--- src/design/swr_pkg.sv ---
// Shared constants, types and helpers for the stream word replace block.
package swr_pkg;

   // Config register widths and fixed byte counts
   localparam int WORD_BYTES   = 8;
   localparam int WORD_W       = 64;
   localparam int LEN_W        = 4;
   localparam int BYTE_IDX_W   = 3;
   localparam int CSR_IDX_W    = 2;
   localparam int DEF_MAX_WORD = 8;

   // Config register indexes
   localparam logic [CSR_IDX_W-1:0] CSR_MATCH_WORD     = 2'd0;
   localparam logic [CSR_IDX_W-1:0] CSR_MATCH_LENGTH   = 2'd1;
   localparam logic [CSR_IDX_W-1:0] CSR_REPLACE_WORD   = 2'd2;
   localparam logic [CSR_IDX_W-1:0] CSR_REPLACE_LENGTH = 2'd3;

   // Word delimiters
   localparam logic [7:0] CHAR_NEWLINE = 8'h0A;
   localparam logic [7:0] CHAR_SPACE   = 8'h20;
   localparam logic [7:0] CHAR_PERIOD  = 8'h2E;
   localparam logic [7:0] CHAR_COMMA   = 8'h2C;
   localparam logic [7:0] CHAR_COLON   = 8'h3A;

   // Configuration as seen by the sequencer
   typedef struct packed {
      logic [WORD_W-1:0] match_word;
      logic [LEN_W-1:0]  match_length;
      logic [WORD_W-1:0] replace_word;
      logic [LEN_W-1:0]  replace_length;
   } swr_cfg_type;

   function automatic logic is_delim(input logic [7:0] c);
      return (c == CHAR_NEWLINE) || (c == CHAR_SPACE) || (c == CHAR_PERIOD) ||
             (c == CHAR_COMMA) || (c == CHAR_COLON);
   endfunction

   function automatic logic [7:0] byte_of(input logic [WORD_W-1:0] packed_word,
                                          input logic [BYTE_IDX_W-1:0] idx);
      return packed_word[idx*8 +: 8];
   endfunction

endpackage

--- src/design/swr_csr.sv ---
// Configuration register file for the stream word replace block.
module swr_csr (
   input  logic                               clock,
   input  logic                               reset,
   input  logic                               csr_valid,
   output logic                               csr_ready,
   input  logic [swr_pkg::CSR_IDX_W-1:0]      csr_index,
   input  logic [swr_pkg::WORD_W-1:0]         csr_data,
   output swr_pkg::swr_cfg_type               cfg
);

   swr_pkg::swr_cfg_type cfg_ff, cfg_in;

   assign csr_ready = 1'b1;
   assign cfg       = cfg_ff;

   // Register decode
   always_comb begin
      cfg_in = cfg_ff;
      if (csr_valid) begin
         unique case (csr_index)
            swr_pkg::CSR_MATCH_WORD:     cfg_in.match_word     = csr_data;
            swr_pkg::CSR_MATCH_LENGTH:   cfg_in.match_length   =
                                            csr_data[swr_pkg::LEN_W-1:0];
            swr_pkg::CSR_REPLACE_WORD:   cfg_in.replace_word   = csr_data;
            swr_pkg::CSR_REPLACE_LENGTH: cfg_in.replace_length =
                                            csr_data[swr_pkg::LEN_W-1:0];
            default:                     cfg_in = cfg_ff;
         endcase
      end
   end

   always_ff @(posedge clock) begin
      if (reset) begin
         cfg_ff <= '0;
      end else begin
         cfg_ff <= cfg_in;
      end
   end

endmodule

--- src/design/swr_word_buf.sv ---
// Word buffer: holds the bytes of the word being collected.
module swr_word_buf #(
   parameter int MAX_WORD = swr_pkg::DEF_MAX_WORD,
   parameter int ADDR_W   = (MAX_WORD > 1) ? $clog2(MAX_WORD) : 1
) (
   input  logic              clock,
   input  logic              wr_en,
   input  logic [ADDR_W-1:0] wr_addr,
   input  logic [7:0]        wr_data,
   input  logic [ADDR_W-1:0] rd_addr,
   output logic [7:0]        rd_data
);

   logic [7:0] store_ff [MAX_WORD];

   // Byte write, no reset: only written entries are ever read
   always_ff @(posedge clock) begin
      if (wr_en) begin
         store_ff[wr_addr] <= wr_data;
      end
   end

   assign rd_data = store_ff[rd_addr];

endmodule

--- src/design/swr_seq.sv ---
// Sequencer: collects words, compares byte by byte and emits output bytes.
module swr_seq #(
   parameter int MAX_WORD = swr_pkg::DEF_MAX_WORD
) (
   input  logic                 clock,
   input  logic                 reset,
   input  swr_pkg::swr_cfg_type cfg,
   input  logic                 req_valid,
   output logic                 req_ready,
   input  logic [7:0]           req_in_char,
   output logic                 rsp_valid,
   input  logic                 rsp_ready,
   output logic [7:0]           rsp_out_char,
   output logic                 rsp_last_of_run
);

   localparam int ADDR_W = (MAX_WORD > 1) ? $clog2(MAX_WORD) : 1;
   localparam int CNT_W  = $clog2(MAX_WORD + 1);
   localparam int LEN_W  = swr_pkg::LEN_W;

   localparam logic [1:0] S_IDLE = 2'd0;
   localparam logic [1:0] S_CMP  = 2'd1;
   localparam logic [1:0] S_EMIT = 2'd2;

   logic [1:0]       state_ff, state_in;
   logic [CNT_W-1:0] count_ff, count_in;
   logic             pass_ff, pass_in;
   logic [7:0]       char_ff, char_in;
   logic [LEN_W-1:0] idx_ff, idx_in;
   logic [LEN_W-1:0] len_ff, len_in;
   logic             match_ff, match_in;
   logic             src_rep_ff, src_rep_in;
   logic             rsp_valid_ff, rsp_valid_in;
   logic [7:0]       rsp_char_ff, rsp_char_in;
   logic             rsp_last_ff, rsp_last_in;

   logic             accept;
   logic             delim;
   logic             buf_wr_en;
   logic [7:0]       buf_rd_data;
   logic [LEN_W-1:0] count_ext;
   logic [LEN_W-1:0] rep_len_sat;
   logic             out_free;

   swr_word_buf #(
      .MAX_WORD (MAX_WORD),
      .ADDR_W   (ADDR_W)
   ) u_word_buf (
      .clock   (clock),
      .wr_en   (buf_wr_en),
      .wr_addr (count_ff[ADDR_W-1:0]),
      .wr_data (req_in_char),
      .rd_addr (idx_ff[ADDR_W-1:0]),
      .rd_data (buf_rd_data)
   );

   assign req_ready       = (state_ff == S_IDLE);
   assign accept          = req_valid && req_ready;
   assign delim           = swr_pkg::is_delim(req_in_char);
   assign count_ext       = LEN_W'(count_ff);
   assign rep_len_sat     = (cfg.replace_length > LEN_W'(swr_pkg::WORD_BYTES)) ?
                            LEN_W'(swr_pkg::WORD_BYTES) : cfg.replace_length;
   assign out_free        = !rsp_valid_ff || rsp_ready;
   assign buf_wr_en       = accept && !delim && !pass_ff &&
                            (count_ff < CNT_W'(MAX_WORD));
   assign rsp_valid       = rsp_valid_ff;
   assign rsp_out_char    = rsp_char_ff;
   assign rsp_last_of_run = rsp_last_ff;

   // Next state
   always_comb begin
      state_in     = state_ff;
      count_in     = count_ff;
      pass_in      = pass_ff;
      char_in      = char_ff;
      idx_in       = idx_ff;
      len_in       = len_ff;
      match_in     = match_ff;
      src_rep_in   = src_rep_ff;
      rsp_valid_in = rsp_valid_ff && !rsp_ready;
      rsp_char_in  = rsp_char_ff;
      rsp_last_in  = rsp_last_ff;

      unique case (state_ff)
         S_IDLE: begin
            if (accept) begin
               char_in    = req_in_char;
               idx_in     = '0;
               src_rep_in = 1'b0;
               if (!delim) begin
                  if (pass_ff) begin
                     // echo a byte of an overflowed word
                     len_in   = '0;
                     state_in = S_EMIT;
                  end else if (count_ff < CNT_W'(MAX_WORD)) begin
                     count_in = count_ff + CNT_W'(1);
                  end else begin
                     // overflow: flush buffer plus this byte
                     len_in   = count_ext;
                     count_in = '0;
                     pass_in  = 1'b1;
                     state_in = S_EMIT;
                  end
               end else if (pass_ff) begin
                  // delimiter ends an overflowed word
                  pass_in  = 1'b0;
                  len_in   = '0;
                  state_in = S_EMIT;
               end else begin
                  match_in = (cfg.match_length == count_ext);
                  state_in = S_CMP;
               end
            end
         end

         S_CMP: begin
            // one byte compared per cycle
            if (!match_ff || idx_ff == count_ext) begin
               src_rep_in = match_ff;
               len_in     = match_ff ? rep_len_sat : count_ext;
               idx_in     = '0;
               count_in   = '0;
               state_in   = S_EMIT;
            end else begin
               match_in = buf_rd_data ==
                          swr_pkg::byte_of(cfg.match_word,
                                           idx_ff[swr_pkg::BYTE_IDX_W-1:0]);
               idx_in   = idx_ff + LEN_W'(1);
            end
         end

         S_EMIT: begin
            // one byte into the output register whenever it is free
            if (out_free) begin
               rsp_valid_in = 1'b1;
               if (idx_ff < len_ff) begin
                  rsp_char_in = src_rep_ff ?
                                swr_pkg::byte_of(cfg.replace_word,
                                                 idx_ff[swr_pkg::BYTE_IDX_W-1:0]) :
                                buf_rd_data;
                  rsp_last_in = 1'b0;
                  idx_in      = idx_ff + LEN_W'(1);
               end else begin
                  rsp_char_in = char_ff;
                  rsp_last_in = 1'b1;
                  state_in    = S_IDLE;
               end
            end
         end

         default: begin
            state_in = S_IDLE;
         end
      endcase
   end

   // Control registers
   always_ff @(posedge clock) begin
      if (reset) begin
         state_ff     <= S_IDLE;
         count_ff     <= '0;
         pass_ff      <= 1'b0;
         rsp_valid_ff <= 1'b0;
      end else begin
         state_ff     <= state_in;
         count_ff     <= count_in;
         pass_ff      <= pass_in;
         rsp_valid_ff <= rsp_valid_in;
      end
   end

   // Payload and working registers
   always_ff @(posedge clock) begin
      char_ff     <= char_in;
      idx_ff      <= idx_in;
      len_ff      <= len_in;
      match_ff    <= match_in;
      src_rep_ff  <= src_rep_in;
      rsp_char_ff <= rsp_char_in;
      rsp_last_ff <= rsp_last_in;
   end

endmodule

--- src/design/stream_word_replace.sv ---
// Whole-word find and replace: each word byte is accepted while idle and buffered.
// A delimiter with n buffered bytes starts byte compares that stop at a mismatch,
// then one byte per cycle unless stalled (n or replace bytes, then the delimiter).
// An overflow or pass-through byte skips the compare and starts output at once.
// The request side is held off until the last output byte is registered.
// Synchronous reset clears config registers, word count and handshake state.
module stream_word_replace #(
   parameter int MAX_WORD = swr_pkg::DEF_MAX_WORD
) (
   input  logic                          clock,
   input  logic                          reset,
   input  logic                          csr_valid,
   output logic                          csr_ready,
   input  logic [swr_pkg::CSR_IDX_W-1:0] csr_index,
   input  logic [swr_pkg::WORD_W-1:0]    csr_data,
   input  logic                          req_valid,
   output logic                          req_ready,
   input  logic [7:0]                    req_in_char,
   output logic                          rsp_valid,
   input  logic                          rsp_ready,
   output logic [7:0]                    rsp_out_char,
   output logic                          rsp_last_of_run
);

   swr_pkg::swr_cfg_type cfg;

   swr_csr u_csr (
      .clock     (clock),
      .reset     (reset),
      .csr_valid (csr_valid),
      .csr_ready (csr_ready),
      .csr_index (csr_index),
      .csr_data  (csr_data),
      .cfg       (cfg)
   );

   swr_seq #(
      .MAX_WORD (MAX_WORD)
   ) u_seq (
      .clock           (clock),
      .reset           (reset),
      .cfg             (cfg),
      .req_valid       (req_valid),
      .req_ready       (req_ready),
      .req_in_char     (req_in_char),
      .rsp_valid       (rsp_valid),
      .rsp_ready       (rsp_ready),
      .rsp_out_char    (rsp_out_char),
      .rsp_last_of_run (rsp_last_of_run)
   );

endmodule
--- config.mk ---
export PLATFORM = sky130hd
export DESIGN_NAME = stream_word_replace
export DESIGN_NICKNAME = d
export VERILOG_FILES = /design/src/design/swr_pkg.sv /design/src/design/swr_csr.sv /design/src/design/swr_word_buf.sv /design/src/design/swr_seq.sv /design/src/design/stream_word_replace.sv
export SDC_FILE = /design/constraint.sdc
export NUM_CORES = 1
export LEC_CHECK = 0
export BUFFER_PORTS_ARGS = -buffer_cell sky130_fd_sc_hd__buf_2
export CAP_MARGIN = 20
export CORE_UTILIZATION = 50
export DETAILED_ROUTE_END_ITERATION = 8
export GPL_ROUTABILITY_DRIVEN = 0
export HOLD_SLACK_MARGIN = 0.05
export PLACE_DENSITY = 0.79
export SYNTH_ARGS = -nofsm -noshare
export SYNTH_HDL_FRONTEND = slang
export SYNTH_SLANG_ARGS = --single-unit
--- constraint.sdc ---
create_clock -name clock -period 5.4 [get_ports clock]
set_input_delay 0.54 -clock clock [delete_from_list [all_inputs] [get_ports clock]]
set_output_delay 0.54 -clock clock [all_outputs]
set_load 0.01 [all_outputs]
==> flow_metrics.env <==
export IMPL_status="completed"
export IMPL_ios=91
export IMPL_areaGrowthSynthToFinish_pct=14.0
export IMPL_reg_to_reg_end="u_seq.match_ff"
export IMPL_place_worst_setup_slack_ns=2.25
export IMPL_wl_met2_mm=11.4
export IMPL_timing_clock_skew_ns=0.00861
export IMPL_setup_total_negative_slack_ns=0
export IMPL_route_met3_wl_mm=1.54
export IMPL_worst_setup_path_type="flop to flop"
export IMPL_layout_cells_most_common="sky130_fd_sc_hd__nand2_1"
export IMPL_final_max_slew_viol_count=0
export IMPL_netlist_top_cell_by_area="sky130_fd_sc_hd__dfxtp_1"
export IMPL_dpl_cell_area_um2=10700
export IMPL_setup_worst_path_start_class="flop"
export IMPL_final_setup_viol_count=0
export IMPL_drt_iter0_markers=664
export IMPL_synth_cell_type_count=50
export IMPL_drv_cap=0
export IMPL_slew_limit_headroom=0.274
export IMPL_setup_worst_path_end_class="flop"
export IMPL_tritoncts_num_sinks=238
export IMPL_synth_flop_cell="sky130_fd_sc_hd__dfxtp_1"
export IMPL_layout_cells_most_common_list="268 x sky130_fd_sc_hd__nand2_1, 147 x sky130_fd_sc_hd__dfxtp_1, 140 x sky130_fd_sc_hd__a21oi_1"
export IMPL_power_share_clock=0.423
export IMPL_design_power_total_w=0.00410
export IMPL_initial_core_util=0.515
export IMPL_grt_setup_unrepaired="false"
export IMPL_crit_required_ns=5.75
export IMPL_yosys_warnings=0
export IMPL_synth_simple_gate_area_frac=0.136
export IMPL_max_stage_delay_ns=0.98
export IMPL_hold_path_end="u_csr.cfg[67]"
export IMPL_worst_skew_pair_late_latency_ns=0.52
export IMPL_worstMarginPinSlew_ns=1.09
export IMPL_fmax_mhz=344
export IMPL_r2r_worst_path_depth=6
export IMPL_wirelength_mm=24.0
export IMPL_die_width_um=145
export IMPL_place_detailed_instances=1242
export IMPL_sw_ratio=0.237
export IMPL_vias_in_the_first_global_route=6873
export IMPL_timing_critical_path_slowest_stage_cell="sky130_fd_sc_hd__dfxtp_1"
export IMPL_fp_dieArea_um2=20900
export IMPL_synth_area_top_cells="sky130_fd_sc_hd__dfxtp_1 29%, sky130_fd_sc_hd__edfxtp_1 27%, sky130_fd_sc_hd__mux4_2 11%"
export IMPL_post_layout_net_count=1093
export IMPL_power_per_cell_area_nw_per_um2=354
export IMPL_max_clock_path_buffers=3
export IMPL_category_of_cells_accounting_for_the_largest_share_of_critical_path_delay="multiplexers"
export IMPL_detailroute_via_count=7307
export IMPL_synth_xor_area_frac=0.0164
export IMPL_seq_power_share=0.485
export IMPL_cts_resized=0
export IMPL_pint_w=0.00313
export IMPL_track_usage=0.233
export IMPL_synthesis_nets=1032
export IMPL_synth_edf_count=91
export IMPL_yosys_area_top_type_share=0.290
export IMPL_core_rowCount=51
export IMPL_final_period_minus_worst_setup_slack_ns=2.91
export IMPL_h_tree_depth=1
export IMPL_remaining_drc_errors=0
export IMPL_core_area_um2=19700
export IMPL_worst_hold_path_type="primary input to flop"
export IMPL_synth_top_family_by_area="multiplexers"
export IMPL_share_of_flip_flops_with_an_asynchronous_set_or_reset=0
export IMPL_timing_hold_worst_start="csr_data[63]"
export IMPL_leakagePower_nw=4.13
export IMPL_seq_area_frac_synth=0.559
export IMPL_dr_pass1_iters=5
export IMPL_cts_buffers=24
export IMPL_number_of_buffer_cells_added_on_primary_ports=89
export IMPL_ff2ff_setup_slack_ns=2.49
export IMPL_avgSynthCellArea_um2=10.7
export IMPL_largest_net_degree_at_the_start_of_global_routing=108
export IMPL_detail_route_wirelength_met1_mm=10.6
export IMPL_post_synth_instance_area_um2=10200
export IMPL_nFillCells=1583
export IMPL_die_height_um=145
export IMPL_crit_arrival_ns=3.26
export IMPL_synth_ff_latch_count=238
export IMPL_place_hpwl_mm=15.9
export IMPL_power_net_switching_w=0.000972
export IMPL_clk_root_buffer_cell="sky130_fd_sc_hd__clkbuf_16"
export IMPL_hold_depth=3
export IMPL_cts_setup_buffers=0
export IMPL_yosys_area_share_adder=0.00985
export IMPL_cts_tree="yes"
export IMPL_crit_path_cell_trace="mux4_2 > mux2i_1 > xor2_1 > nor4_1 > nand4_1 > o31ai_1"
export IMPL_synth_compound_gate_area_share=0.0865
export IMPL_wl_per_cell_um=18.6
export IMPL_post_synth_mux_area_share=0.159
export IMPL_ctsHoldBuffers=0
export IMPL_layout_drive_gt1_share=0.201
export IMPL_worstPathBufferInverterCount=0
export IMPL_mapped_cells=945
export IMPL_initial_antenna_violation_count=0
export IMPL_topRoutingLayerUsed="met4"
export IMPL_routed_vias_inst=5.67
export IMPL_finish_cell_count_without_fillers=1289
export IMPL_comb_power_share=0.092
export IMPL_antennaDiodeCount=0
export IMPL_postLayoutCellArea_um2=11600
export IMPL_grt_first_pass_wirelength_mm=37.1
export IMPL_grt_remaining_overflow=0
export IMPL_post_route_worst_setup_slack_ns=2.49
export IMPL_hold_viol=0
export IMPL_finalCritPeriodShare=0.539
export IMPL_cts_clk_slew_worst_paths_ns=0.06
export IMPL_vdd_drop_max_uv=280
export IMPL_route_antenna_remaining_nets=0
export IMPL_highest_net_fanout_along_the_worst_path=16
## power by group through the flow
stage	clock, W	sequential (W)	combinational [W]
global placement	0	0.00203	0.000354
detailed placement	0	0.00203	0.000361
global route	0.00182	0.00200	0.000407
CTS	0.00174	0.00200	0.000365
finish	0.00173	0.00199	0.000376
floorplan	0	0.00199	0.000275
## metal layers
layer  global-route usage  vias up
li1                     -     3426
met1                0.331     3564
met2                0.372      285
met3               0.0368       32
met4               0.0554        0
met5                    0        -
## area by class of cell
type	instances	area, um^2	area share
clock buffers	34	721	0.0622
clock inverters	10	109	0.00940
inverters	14	55.1	0.00475
multi-input cells	629	4150	0.359
flip-flops and latches	238	5680	0.490
well taps	265	332	0.0286
repair buffers	99	538	0.0464
## sequential cells by signal, summed over array words and instances (netlist names), named ones only
name	count
u_seq.match_ff	1
u_seq.rsp_last_of_run	1
u_csr.cfg	136
u_seq.count_ext	4
u_seq.idx_ff	4
u_seq.len_ff	4
u_seq.rsp_valid	1
u_seq.state_ff	2
u_seq.char_ff	8
u_seq.pass_ff	1
u_seq.src_rep_ff	1
u_seq.rsp_out_char	8
u_seq.u_word_buf.store_ff	64
## metrics by stage
step / hold WS [ns] / utilization
after floorplan: 0.433 / -
after global placement: 0.438 / 0.543
after detailed placement: 0.443 / 0.543
after CTS: 0.260 / 0.586
after global routing: 0.264 / 0.587
final: 0.269 / 0.587
## tightest hold or removal path: cells and delay by family
family          cells  cell delay (ns)
buf+inv             1             0.10
simple gates        1             0.05
compound gates      1             0.05
## how the worst max path moves through the flow
stage	cells after the start	endpoint	slack, ns	startpoint
after global placement	7	u_seq.u_word_buf.store_ff[1][0]	2.35	req_in_char[5]
after floorplan	6	u_seq.u_word_buf.store_ff[1][0]	2.95	req_in_char[4]
after global routing	7	u_seq.match_ff	2.21	u_seq.idx_ff[0]
after detailed placement	7	u_seq.u_word_buf.store_ff[1][0]	2.25	req_in_char[5]
after CTS	6	u_seq.match_ff	2.46	flop
final	6	u_seq.match_ff	2.49	flop
## cell families (layout without fill, tap and decap cells)
kind of cell / count (synthesis) / count (layout)
muxes: 100 / 100
AOI/OAI and AO/OA: 161 / 161
and+or+nand+nor: 340 / 340
buffers and inverters: 78 / 157
other: 1 / 1
xor gates and xnor gates: 19 / 19
DFF: 238 / 238
adders and majority gates: 8 / 8
## cell usage after synthesis, types with 5 or more instances
library cell               count
sky130_fd_sc_hd__dfxtp_1     147
sky130_fd_sc_hd__nor3_1        6
sky130_fd_sc_hd__nand2_1     268
sky130_fd_sc_hd__mux2i_1      42
sky130_fd_sc_hd__nor2_1       34
sky130_fd_sc_hd__xnor2_1      10
sky130_fd_sc_hd__edfxtp_1     91
sky130_fd_sc_hd__a21oi_1     140
sky130_fd_sc_hd__mux4_2       48
sky130_fd_sc_hd__mux2_2        9
sky130_fd_sc_hd__nand3_1       6
sky130_fd_sc_hd__xor2_1        9
sky130_fd_sc_hd__inv_1        13
sky130_fd_sc_hd__ha_1          8
sky130_fd_sc_hd__buf_2        12
sky130_fd_sc_hd__nor3b_1       5
sky130_fd_sc_hd__clkbuf_1     44
Note: power is estimated with default switching activity, not from simulation.
